### config.mk
export PLATFORM = sky130hd
export DESIGN_NAME = debounced_button_status_register_flat
export DESIGN_NICKNAME = d
export VERILOG_FILES = /design/src/design/dbs_pkg.sv /design/src/design/dbs_in_if.sv /design/src/design/dbs_out_if.sv /design/src/design/dbs_cfg.sv /design/src/design/dbs_core.sv /design/src/design/debounced_button_status_register.sv /design/src/flat_wrapper.sv
export SDC_FILE = /design/constraint.sdc
export NUM_CORES = 1
export LEC_CHECK = 0
export BUFFER_PORTS_ARGS = -buffer_cell sky130_fd_sc_hd__buf_2
export CORE_MARGIN = 2
export CORE_UTILIZATION = 39
export DETAILED_ROUTE_END_ITERATION = 6
export PLACE_DENSITY = 0.73
export SKIP_CTS_REPAIR_TIMING = 1
export SYNTH_ARGS = -nofsm -noshare
export SYNTH_HDL_FRONTEND = slang
export SYNTH_SLANG_ARGS = --single-unit
### constraint.sdc
create_clock -name clk_i -period 3.46 [get_ports clk_i]
set_clock_uncertainty 0.2 [all_clocks]
set_input_delay 0.173 -clock clk_i [delete_from_list [all_inputs] [get_ports clk_i]]
set_output_delay 0.173 -clock clk_i [all_outputs]
set_load 0.05 [all_outputs]
### src/design/dbs_pkg.sv
// ----------------------------------------------------------------------------
// dbs_pkg
// Shared types and constants for the debounced button status register.
// ----------------------------------------------------------------------------
package dbs_pkg;

  localparam logic [2:0] CMD_TICK        = 3'd0;
  localparam logic [2:0] CMD_STATUS      = 3'd1;
  localparam logic [2:0] CMD_CLEAR_COUNT = 3'd2;
  localparam logic [2:0] CMD_SET_COLOUR  = 3'd3;
  localparam logic [2:0] CMD_COLOUR_OFF  = 3'd4;

  localparam logic [7:0] DEBOUNCE_RESET = 8'd20;
  localparam logic [7:0] COUNT_MAX      = 8'd255;

  localparam int unsigned PADDR_W = 3;
  localparam logic [PADDR_W-1:0] ADDR_DEBOUNCE = 3'h0;

  typedef struct packed {
    logic [2:0] cmd;
    logic       raw_level;
    logic [7:0] red_in;
    logic [7:0] green_in;
    logic [7:0] blue_in;
    logic [7:0] white_in;
  } dbs_item_t;

  typedef struct packed {
    logic       pressed_now;
    logic       press_seen;
    logic       release_seen;
    logic [7:0] press_total;
    logic [7:0] red_out;
    logic [7:0] green_out;
    logic [7:0] blue_out;
    logic [7:0] white_out;
    logic       colour_changed;
  } dbs_result_t;

endpackage

### src/design/dbs_in_if.sv
// ----------------------------------------------------------------------------
// dbs_in_if
// Item channel into the block: command, raw pin level and colour channels.
// ----------------------------------------------------------------------------
interface dbs_in_if;
  logic       valid;
  logic       ready;
  logic [2:0] cmd;
  logic       raw_level;
  logic [7:0] red_in;
  logic [7:0] green_in;
  logic [7:0] blue_in;
  logic [7:0] white_in;

  modport source (output valid, cmd, raw_level, red_in, green_in, blue_in, white_in,
                  input ready);
  modport sink   (input valid, cmd, raw_level, red_in, green_in, blue_in, white_in,
                  output ready);
endinterface

### src/design/dbs_out_if.sv
// ----------------------------------------------------------------------------
// dbs_out_if
// Result channel out of the block: button status and stored colour.
// ----------------------------------------------------------------------------
interface dbs_out_if;
  logic       valid;
  logic       ready;
  logic       pressed_now;
  logic       press_seen;
  logic       release_seen;
  logic [7:0] press_total;
  logic [7:0] red_out;
  logic [7:0] green_out;
  logic [7:0] blue_out;
  logic [7:0] white_out;
  logic       colour_changed;

  modport source (output valid, pressed_now, press_seen, release_seen, press_total,
                         red_out, green_out, blue_out, white_out, colour_changed,
                  input ready);
  modport sink   (input valid, pressed_now, press_seen, release_seen, press_total,
                        red_out, green_out, blue_out, white_out, colour_changed,
                  output ready);
endinterface

### src/design/dbs_cfg.sv
// ----------------------------------------------------------------------------
// dbs_cfg
// APB register slave holding the debounce length.
// ----------------------------------------------------------------------------
module dbs_cfg
  import dbs_pkg::*;
(
  input  logic               clk_i,
  input  logic               rst_ni,
  input  logic               psel,
  input  logic               penable,
  input  logic               pwrite,
  input  logic [PADDR_W-1:0] paddr,
  input  logic [31:0]        pwdata,
  output logic [31:0]        prdata,
  output logic               pready,
  output logic [7:0]         debounce_ticks_o
);

  logic [7:0] debounce_q;
  logic       wr_en;

  assign pready = 1'b1;
  assign wr_en  = psel && penable && pwrite && pready && (paddr == ADDR_DEBOUNCE);

  always_ff @(posedge clk_i or negedge rst_ni) begin
    if (!rst_ni) begin
      debounce_q <= DEBOUNCE_RESET;
    end else if (wr_en) begin
      debounce_q <= pwdata[7:0];
    end
  end

  always_comb begin
    prdata = '0;
    if (paddr == ADDR_DEBOUNCE) begin
      prdata = {24'd0, debounce_q};
    end
  end

  assign debounce_ticks_o = debounce_q;

endmodule

### src/design/dbs_core.sv
// ----------------------------------------------------------------------------
// dbs_core
// Debounce state, edge flags, press counter and colour store; works out the
// result of one item and commits the new state when the item advances.
// ----------------------------------------------------------------------------
module dbs_core
  import dbs_pkg::*;
(
  input  logic        clk_i,
  input  logic        rst_ni,
  input  logic        step_i,
  input  dbs_item_t   item_i,
  input  logic [7:0]  debounce_ticks_i,
  output dbs_result_t result_o
);

  logic        stable_q, stable_d;
  logic [7:0]  mismatch_q, mismatch_d;
  logic        pressed_q, pressed_d;
  logic        press_flag_q, press_flag_d;
  logic        release_flag_q, release_flag_d;
  logic [7:0]  counter_q, counter_d;
  logic [31:0] colour_q, colour_d;
  logic [7:0]  mismatch_inc;
  logic        seen_press, seen_release, changed;

  assign mismatch_inc = (mismatch_q == COUNT_MAX) ? COUNT_MAX : mismatch_q + 8'd1;

  always_comb begin
    stable_d       = stable_q;
    mismatch_d     = mismatch_q;
    pressed_d      = pressed_q;
    press_flag_d   = press_flag_q;
    release_flag_d = release_flag_q;
    counter_d      = counter_q;
    colour_d       = colour_q;
    changed        = 1'b0;

    case (item_i.cmd)
      CMD_TICK: begin
        if (item_i.raw_level == stable_q) begin
          mismatch_d = '0;
        end else if (mismatch_inc >= debounce_ticks_i) begin
          // level held long enough: take it as the new stable level
          stable_d   = item_i.raw_level;
          mismatch_d = '0;
          if (!item_i.raw_level) begin
            pressed_d    = 1'b1;
            press_flag_d = 1'b1;
            if (counter_q != COUNT_MAX) begin
              counter_d = counter_q + 8'd1;
            end
          end else begin
            pressed_d      = 1'b0;
            release_flag_d = 1'b1;
          end
        end else begin
          mismatch_d = mismatch_inc;
        end
      end
      CMD_CLEAR_COUNT: counter_d = '0;
      CMD_SET_COLOUR: begin
        colour_d = {item_i.white_in, item_i.blue_in, item_i.green_in, item_i.red_in};
        changed  = 1'b1;
      end
      CMD_COLOUR_OFF: begin
        colour_d = '0;
        changed  = 1'b1;
      end
      default: ;
    endcase

    // report the flags, then drop them on a status read
    seen_press   = press_flag_d;
    seen_release = release_flag_d;
    if (item_i.cmd == CMD_STATUS) begin
      press_flag_d   = 1'b0;
      release_flag_d = 1'b0;
    end
  end

  always_ff @(posedge clk_i or negedge rst_ni) begin
    if (!rst_ni) begin
      stable_q       <= 1'b1;
      mismatch_q     <= '0;
      pressed_q      <= 1'b0;
      press_flag_q   <= 1'b0;
      release_flag_q <= 1'b0;
      counter_q      <= '0;
      colour_q       <= '0;
    end else if (step_i) begin
      stable_q       <= stable_d;
      mismatch_q     <= mismatch_d;
      pressed_q      <= pressed_d;
      press_flag_q   <= press_flag_d;
      release_flag_q <= release_flag_d;
      counter_q      <= counter_d;
      colour_q       <= colour_d;
    end
  end

  always_comb begin
    result_o.pressed_now    = pressed_d;
    result_o.press_seen     = seen_press;
    result_o.release_seen   = seen_release;
    result_o.press_total    = counter_d;
    result_o.red_out        = colour_d[7:0];
    result_o.green_out      = colour_d[15:8];
    result_o.blue_out       = colour_d[23:16];
    result_o.white_out      = colour_d[31:24];
    result_o.colour_changed = changed;
  end

endmodule

### src/design/debounced_button_status_register.sv
// ----------------------------------------------------------------------------
// debounced_button_status_register
// Debounced button front end with edge flags, press counter and colour store.
// ----------------------------------------------------------------------------
// Every item gives exactly one result. An accepted item sits in an input
// register while the core works out its result and state update. The result
// register loads from the core when the item advances, and the result is offered on
// the output channel from there; one item per cycle is sustained while results are taken.
// The input register empties into the result register whenever that register is empty
// or being taken, so the input side stalls only while a result is held back.
// The debounce length is written over APB at byte address 0 (bits 7:0) and
// should be changed only while no item is in flight.
// ----------------------------------------------------------------------------
module debounced_button_status_register
  import dbs_pkg::*;
(
  input  logic               clk_i,
  input  logic               rst_ni,
  dbs_in_if.sink             in_i,
  dbs_out_if.source          out_o,
  input  logic               psel,
  input  logic               penable,
  input  logic               pwrite,
  input  logic [PADDR_W-1:0] paddr,
  input  logic [31:0]        pwdata,
  output logic [31:0]        prdata,
  output logic               pready
);

  logic        s1_valid_q, s1_valid_d;
  dbs_item_t   s1_item_q;
  logic        out_valid_q, out_valid_d;
  dbs_result_t out_data_q;
  dbs_result_t result_d;
  logic        in_fire, advance;
  logic [7:0]  debounce_ticks;

  dbs_cfg u_cfg (
    .clk_i            (clk_i),
    .rst_ni           (rst_ni),
    .psel             (psel),
    .penable          (penable),
    .pwrite           (pwrite),
    .paddr            (paddr),
    .pwdata           (pwdata),
    .prdata           (prdata),
    .pready           (pready),
    .debounce_ticks_o (debounce_ticks)
  );

  dbs_core u_core (
    .clk_i            (clk_i),
    .rst_ni           (rst_ni),
    .step_i           (advance),
    .item_i           (s1_item_q),
    .debounce_ticks_i (debounce_ticks),
    .result_o         (result_d)
  );

  assign advance  = s1_valid_q && (!out_valid_q || out_o.ready);
  assign in_i.ready = !s1_valid_q || advance;
  assign in_fire  = in_i.valid && in_i.ready;

  always_comb begin
    s1_valid_d = s1_valid_q;
    if (in_fire) begin
      s1_valid_d = 1'b1;
    end else if (advance) begin
      s1_valid_d = 1'b0;
    end
    out_valid_d = out_valid_q;
    if (advance) begin
      out_valid_d = 1'b1;
    end else if (out_o.ready) begin
      out_valid_d = 1'b0;
    end
  end

  always_ff @(posedge clk_i or negedge rst_ni) begin
    if (!rst_ni) begin
      s1_valid_q  <= 1'b0;
      out_valid_q <= 1'b0;
    end else begin
      s1_valid_q  <= s1_valid_d;
      out_valid_q <= out_valid_d;
    end
  end

  always_ff @(posedge clk_i) begin
    if (in_fire) begin
      s1_item_q.cmd       <= in_i.cmd;
      s1_item_q.raw_level <= in_i.raw_level;
      s1_item_q.red_in    <= in_i.red_in;
      s1_item_q.green_in  <= in_i.green_in;
      s1_item_q.blue_in   <= in_i.blue_in;
      s1_item_q.white_in  <= in_i.white_in;
    end
    if (advance) begin
      out_data_q <= result_d;
    end
  end

  assign out_o.valid          = out_valid_q;
  assign out_o.pressed_now    = out_data_q.pressed_now;
  assign out_o.press_seen     = out_data_q.press_seen;
  assign out_o.release_seen   = out_data_q.release_seen;
  assign out_o.press_total    = out_data_q.press_total;
  assign out_o.red_out        = out_data_q.red_out;
  assign out_o.green_out      = out_data_q.green_out;
  assign out_o.blue_out       = out_data_q.blue_out;
  assign out_o.white_out      = out_data_q.white_out;
  assign out_o.colour_changed = out_data_q.colour_changed;

  // an empty result register must never hold back the input side
  a_ready_when_empty: assert property (@(posedge clk_i) disable iff (!rst_ni)
    !out_valid_q |-> in_i.ready)
    else $error("input stalled with empty result register");

  // a held item stays in the input register until it moves on
  a_item_kept: assert property (@(posedge clk_i) disable iff (!rst_ni)
    (s1_valid_q && !advance) |=> s1_valid_q)
    else $error("pending item dropped");

  // colour off clears all four channels and flags the change
  a_colour_off: assert property (@(posedge clk_i) disable iff (!rst_ni)
    (advance && s1_item_q.cmd == CMD_COLOUR_OFF) |=>
      (out_valid_q && out_data_q.colour_changed && out_data_q.red_out == 8'd0 &&
       out_data_q.green_out == 8'd0 && out_data_q.blue_out == 8'd0 &&
       out_data_q.white_out == 8'd0))
    else $error("colour off result wrong");

endmodule

### src/flat_wrapper.sv
// flat-port wrapper written by rule: the top's interface ports become plain ports
module debounced_button_status_register_flat import dbs_pkg::*;
  (clk_i, rst_ni, psel, penable, pwrite, paddr, pwdata, prdata, pready, in_i_valid, in_i_cmd, in_i_raw_level, in_i_red_in, in_i_green_in, in_i_blue_in, in_i_white_in, in_i_ready, out_o_valid, out_o_pressed_now, out_o_press_seen, out_o_release_seen, out_o_press_total, out_o_red_out, out_o_green_out, out_o_blue_out, out_o_white_out, out_o_colour_changed, out_o_ready);
  dbs_in_if in_i_i ();
  dbs_out_if out_o_i ();
  input  logic clk_i;
  input  logic rst_ni;
  input  logic psel;
  input  logic penable;
  input  logic pwrite;
  input  logic [PADDR_W-1:0] paddr;
  input  logic [31:0] pwdata;
  output logic [31:0] prdata;
  output logic pready;
  input wire logic [$bits(in_i_i.valid)-1:0] in_i_valid;
  input wire logic [$bits(in_i_i.cmd)-1:0] in_i_cmd;
  input wire logic [$bits(in_i_i.raw_level)-1:0] in_i_raw_level;
  input wire logic [$bits(in_i_i.red_in)-1:0] in_i_red_in;
  input wire logic [$bits(in_i_i.green_in)-1:0] in_i_green_in;
  input wire logic [$bits(in_i_i.blue_in)-1:0] in_i_blue_in;
  input wire logic [$bits(in_i_i.white_in)-1:0] in_i_white_in;
  output wire logic [$bits(in_i_i.ready)-1:0] in_i_ready;
  output wire logic [$bits(out_o_i.valid)-1:0] out_o_valid;
  output wire logic [$bits(out_o_i.pressed_now)-1:0] out_o_pressed_now;
  output wire logic [$bits(out_o_i.press_seen)-1:0] out_o_press_seen;
  output wire logic [$bits(out_o_i.release_seen)-1:0] out_o_release_seen;
  output wire logic [$bits(out_o_i.press_total)-1:0] out_o_press_total;
  output wire logic [$bits(out_o_i.red_out)-1:0] out_o_red_out;
  output wire logic [$bits(out_o_i.green_out)-1:0] out_o_green_out;
  output wire logic [$bits(out_o_i.blue_out)-1:0] out_o_blue_out;
  output wire logic [$bits(out_o_i.white_out)-1:0] out_o_white_out;
  output wire logic [$bits(out_o_i.colour_changed)-1:0] out_o_colour_changed;
  input wire logic [$bits(out_o_i.ready)-1:0] out_o_ready;
  assign in_i_i.valid = in_i_valid;
  assign in_i_i.cmd = in_i_cmd;
  assign in_i_i.raw_level = in_i_raw_level;
  assign in_i_i.red_in = in_i_red_in;
  assign in_i_i.green_in = in_i_green_in;
  assign in_i_i.blue_in = in_i_blue_in;
  assign in_i_i.white_in = in_i_white_in;
  assign in_i_ready = in_i_i.ready;
  assign out_o_valid = out_o_i.valid;
  assign out_o_pressed_now = out_o_i.pressed_now;
  assign out_o_press_seen = out_o_i.press_seen;
  assign out_o_release_seen = out_o_i.release_seen;
  assign out_o_press_total = out_o_i.press_total;
  assign out_o_red_out = out_o_i.red_out;
  assign out_o_green_out = out_o_i.green_out;
  assign out_o_blue_out = out_o_i.blue_out;
  assign out_o_white_out = out_o_i.white_out;
  assign out_o_colour_changed = out_o_i.colour_changed;
  assign out_o_i.ready = out_o_ready;
  debounced_button_status_register u_core (.clk_i(clk_i), .rst_ni(rst_ni), .in_i(in_i_i), .out_o(out_o_i), .psel(psel), .penable(penable), .pwrite(pwrite), .paddr(paddr), .pwdata(pwdata), .prdata(prdata), .pready(pready));
endmodule
Word-level counts from Yosys, hierarchy flattened
Index checks and enable logic that the tools add are counted.

word-level totals
  logic and storage cells = 81
  input bits = 78
  register bits = 142

operators by class
  eq/ne operators = 7
  reduce and logical (&&, ||, !) cells = 16
  order comparisons = 1
  bitwise operators = 1
  multiplexer cells = 29
  $add $sub $neg = 2

operators by type and width
  kind                   count
  $mux W8                8
  $pmux W32 S2           1
  $mux W1                19
  $add A8 B1 Y8 const B  2
  $pmux W8 S2            1
  $eq A8 B8 Y1 const B   1
  $ge A8 B8 Y1           1
  $ne A8 B8 Y1 const B   1
  $eq A3 B2 Y1 const B   2
  $logic_not A3 Y1       2
  $logic_and A1 B1 Y1    5
  $reduce_and A4 Y1      1
  $reduce_bool A2 Y1     2
  $eq A3 B1 Y1 const B   1
  $eq A3 B3 Y1 const B   1
  $logic_not A1 Y1       2
  $logic_or A1 B1 Y1     2
  $reduce_and A2 Y1      1
  $reduce_or A2 Y1       1
  $eq A1 B1 Y1           1
  $not A1 Y1             1

Logic depth before layout (Yosys ltp)
  depth in word-level cells = 7
  depth in mapped cells = 13
  gate-level depth less buffers = 10

Hierarchy
From an unflattened synthesis, not the netlist that was laid out.

unflattened totals
  cells, all modules = 467
  area, all modules = 6482.5 sq um

by module, submodules not included
  module                            cells each  instances  area an instance (sq um)
  dbs_core                          325         1          3350.7
  debounced_button_status_register  88          1          2506.2
  dbs_cfg                           54          1          625.6

Least setup slack after synthesis
No wires, ideal clock.

  path kind = register to register
  start = register u_core.u_core.mismatch_q[0]
  end = register u_core.out_data_q (netlist bit u_core.out_o.press_total[6]) (data pin)
  data arrival time = 2.738 ns
  stages on the path, launching flop included = 13
  path buffers = 2
  setup time = 0.256 ns
  path slack = 0.266 ns
  required time = 3.004 ns
  path through = dfrtp_1 ha_1 nand3_1 or2_1 clkbuf_1 and2_1 ha_1 nand2b_1 a2111o_1 a21oi_4 buf_6 nor4_1 o22a_1

RTL lines
  element                   line                                    text
  start: declaration        dbs_core.sv:18                          logic [7:0] mismatch_q, mismatch_d;
  start signal: assignment  dbs_core.sv:93                          mismatch_q <= mismatch_d;
  end signal: assignment    debounced_button_status_register.sv:99  out_data_q <= result_d;
  end: declaration          debounced_button_status_register.sv:33  dbs_result_t out_data_q;

==> flow_summary.ini <==
[clocking]
cts.sink_count = 142
htree_levels = 4
clock_latency_ns = 0.42
cts_buffers = 17
cts.reportedPaths.clkPinSlew_ns = 0.06
root_buffer = clkbuf_16
clock_path_buffers = 2
cts_tree = yes

[route]
wl_um = 13700
drc = 0
via_per_inst = 4.95
drt-initial-drc-count = 349
dr.pass1.iters = 6
wl_per_cell_um = 14.8
ant_nets = 0
vias = 4575

[critical_path]
required_ns = 3.43
critPathKind = flop to flop
cp_common_cell = ha_1
crit_fanout = 21
crit_slowest_cell = a2111o_1
critPathLaunchType = flop
cp_slowest_stage_delay_ns = 0.48
crit_buf_inv = 1
crit_family = compound AO/OA/AOI/OAI gates
critPathArrivalTime_ns = 3.22
endpoint_kind = flop
crit_chain = ha_1 > nand3_1 > or2_1 > and2_1 > ha_1 > nand2b_1 > a2111o_1 > a21oi_4 > buf_12 > nor4_1 > o22a_1

[yosys]
ys_seq_area_frac = 0.629
ys_ff_latch = 142
yosys_most_used_dff = edfxtp_1
async_flop_share = 0.437
synth_top_area_share = 0.382
synth_cell_types = 57
yosys-top-cells-area = edfxtp_1, dfrtp_1, nand2_1, a22o_1, buf_4
yosysMostFrequentCell = nand2_1
syn_avg_cell_area_sq_um = 11.6
synth_top_area_cell = edfxtp_1
synthTopCellsByCount = nand2_1, edfxtp_1, dfrtp_1
synth_edf_count = 80
yosys_warnings = 0
syn_area_sq_um = 6290
netlist_instances = 542

[sta]
relSlewSlack = 0.352
fin_crit_sh = 0.939
setup_viol = 0
final-max-slew-violation-count = 0
tns_ns = 0
rsz0062_at_grt = no
finalWorstPathRequiredPeriod_ns = 3.25
max_freq_ghz = 0.308
worst_pin_slew_ns = 0.972
hold_viol = 0

[power]
p_per_area_nw_per_um2 = 598
irDropWorstVdd_mv = 0.346
p_leak_nw = 3.52
p_total_mw = 4.79

[placement]
dpl.hpwl_um = 8290
gp_congestion = 0.828
io_buffers = 107
dp_cells = 844

[grt]
grt_pass1_wl_um = 20500
grt_max_degree = 58
grt_usage = 0.158
antenna_found_initial = 0
grt_pass1_vias = 4087
grt_overflow = 0

[floorplanning]
core_sq_um = 15800
initial_utilization = 0.397
die_h_um = 131
fp.dieW_um = 131
rows = 46
dieArea_sq_um = 17200
ios = 157

[cells_and_area]
drive_above_1_share = 0.225
final-instance-count-excl-fill = 924
syn2layout_area_growth_pct = 27.3
n_fill_cell = 1359
nets = 783
antenna_cells = 0

[run_status]
status = finished, final reports clean

[run]
cap_violations = 0

[worst_hold_path]
min_path_type = input port to flop
[final timing paths]
check                                                        start                                            to  slack (ns)  depth (start not counted)
setup / recovery           u_core.u_core.mismatch_q[0]$_DFFE_PN0P_         u_core.out_o.press_total[6]$_DFFE_PP_        0.21                         11
hold / removal                                             penable  u_core.u_cfg.debounce_ticks_o[4]$_DFFE_PN1P_        0.15                          4
min in group asynchronous                                   rst_ni  u_core.u_cfg.debounce_ticks_o[0]$_DFFE_PN0P_        0.17                          2
max in group asynchronous                                   rst_ni            u_core.u_core.stable_q$_DFFE_PN1P_        2.06                          3
setup reg to reg           u_core.u_core.mismatch_q[0]$_DFFE_PN0P_         u_core.out_o.press_total[6]$_DFFE_PP_        0.21                         11
hold reg to reg             u_core.u_core.colour_q[10]$_DFFE_PN0P_        u_core.u_core.colour_q[10]$_DFFE_PN0P_        0.27                          2
[layer usage]
metal,up-vias,GRT usage,part of all wire
li1,2209,-,-
met1,2192,0.207,0.45
met4,0,0.0532,0.010
met5,-,0,0
met3,10,0.0509,0.055
met2,164,0.250,0.48
[flip-flops by register name, indices dropped and copies added, names as in the netlist, 8 cells and up]
signal                         flops
u_core.out_o.blue_out              8
u_core.out_o.green_out             8
u_core.out_o.press_total           8
u_core.out_o.red_out               8
u_core.out_o.white_out             8
u_core.s1_item_q                  36
u_core.u_cfg.debounce_ticks_o      8
u_core.u_core.colour_q            32
u_core.u_core.counter_q            8
u_core.u_core.mismatch_q           8
[through the flow]
stage	setup slack, ns	area [sq um]	hold WS [ns]	utilization
floorplan	0.266	6370	-0.323	-
global placement	0.254	6950	0.0878	0.439
detailed placement	0.232	6950	0.104	0.439
CTS	0.221	7520	-0.350	0.475
global route	0.0178	8000	0.170	0.506
finish	0.210	8000	0.153	0.506
[placed cells by master (no fill, tap or decap), types with 4 or more instances in the layout]
master         netlist  final
o31ai_1              4      4
nand2_1            125    125
nand3_1             18     18
nor2_1              13     12
clkinv_4             0      4
nand4_1              6      6
a22o_1              32     32
nor4_1               7      7
conb_1               2     25
a21oi_1             11     11
o211ai_1             5      5
dfrtp_1             59     59
o22a_1               4      4
nand2b_1            13     13
edfxtp_1            80     80
clkbuf_16            0     17
ha_1                10     10
dlygate4sd3_1        0     48
and2_1              11     10
o21ai_0              4      4
buf_2                8    107
inv_1               12     12
buf_4               25      8
o21ai_1             14     14
and3_1               5      5
nor3_1               5      5
[report_power, final]
group | internal, mW | leakage (nW) | total [mW] | switching [mW]
logic | 0.266 | 1.69 | 0.862 | 0.596
clock network | 1.07 | 0.275 | 1.78 | 0.710
registers | 2.04 | 1.56 | 2.15 | 0.108
total | 3.37 | 3.52 | 4.79 | 1.41
[worst min-delay path, stage by stage]
cell and delay [ns]:
buf_2 0.09, and4_1 0.30, nand2_1 0.13, o21ai_1 0.06
[cell type report]
class                           count  area (sq um)  area share
Clock inverter                     12           138      0.0172
Multi-Input combinational cell    357          2060       0.257
Sequential cell                   142          3960       0.495
Tap cell                          216           270      0.0338
Clock buffer                       20           437      0.0546
Timing Repair Buffer              164          1100       0.137
Inverter                           13          48.8     0.00610
[kinds of logic after synthesis]
kind of cell,count (synthesis),synth area share
DFF,142,0.629
and+or+nand+nor,217,0.160
xor gates and xnor gates,2,0.00279
adders and majority gates,10,0.0199
buffers and inverters,66,0.0589
other,2,0.00119
muxes,3,0.00497
AOI/OAI and AO/OA,100,0.123
Power figures use the tool's default switching activity.
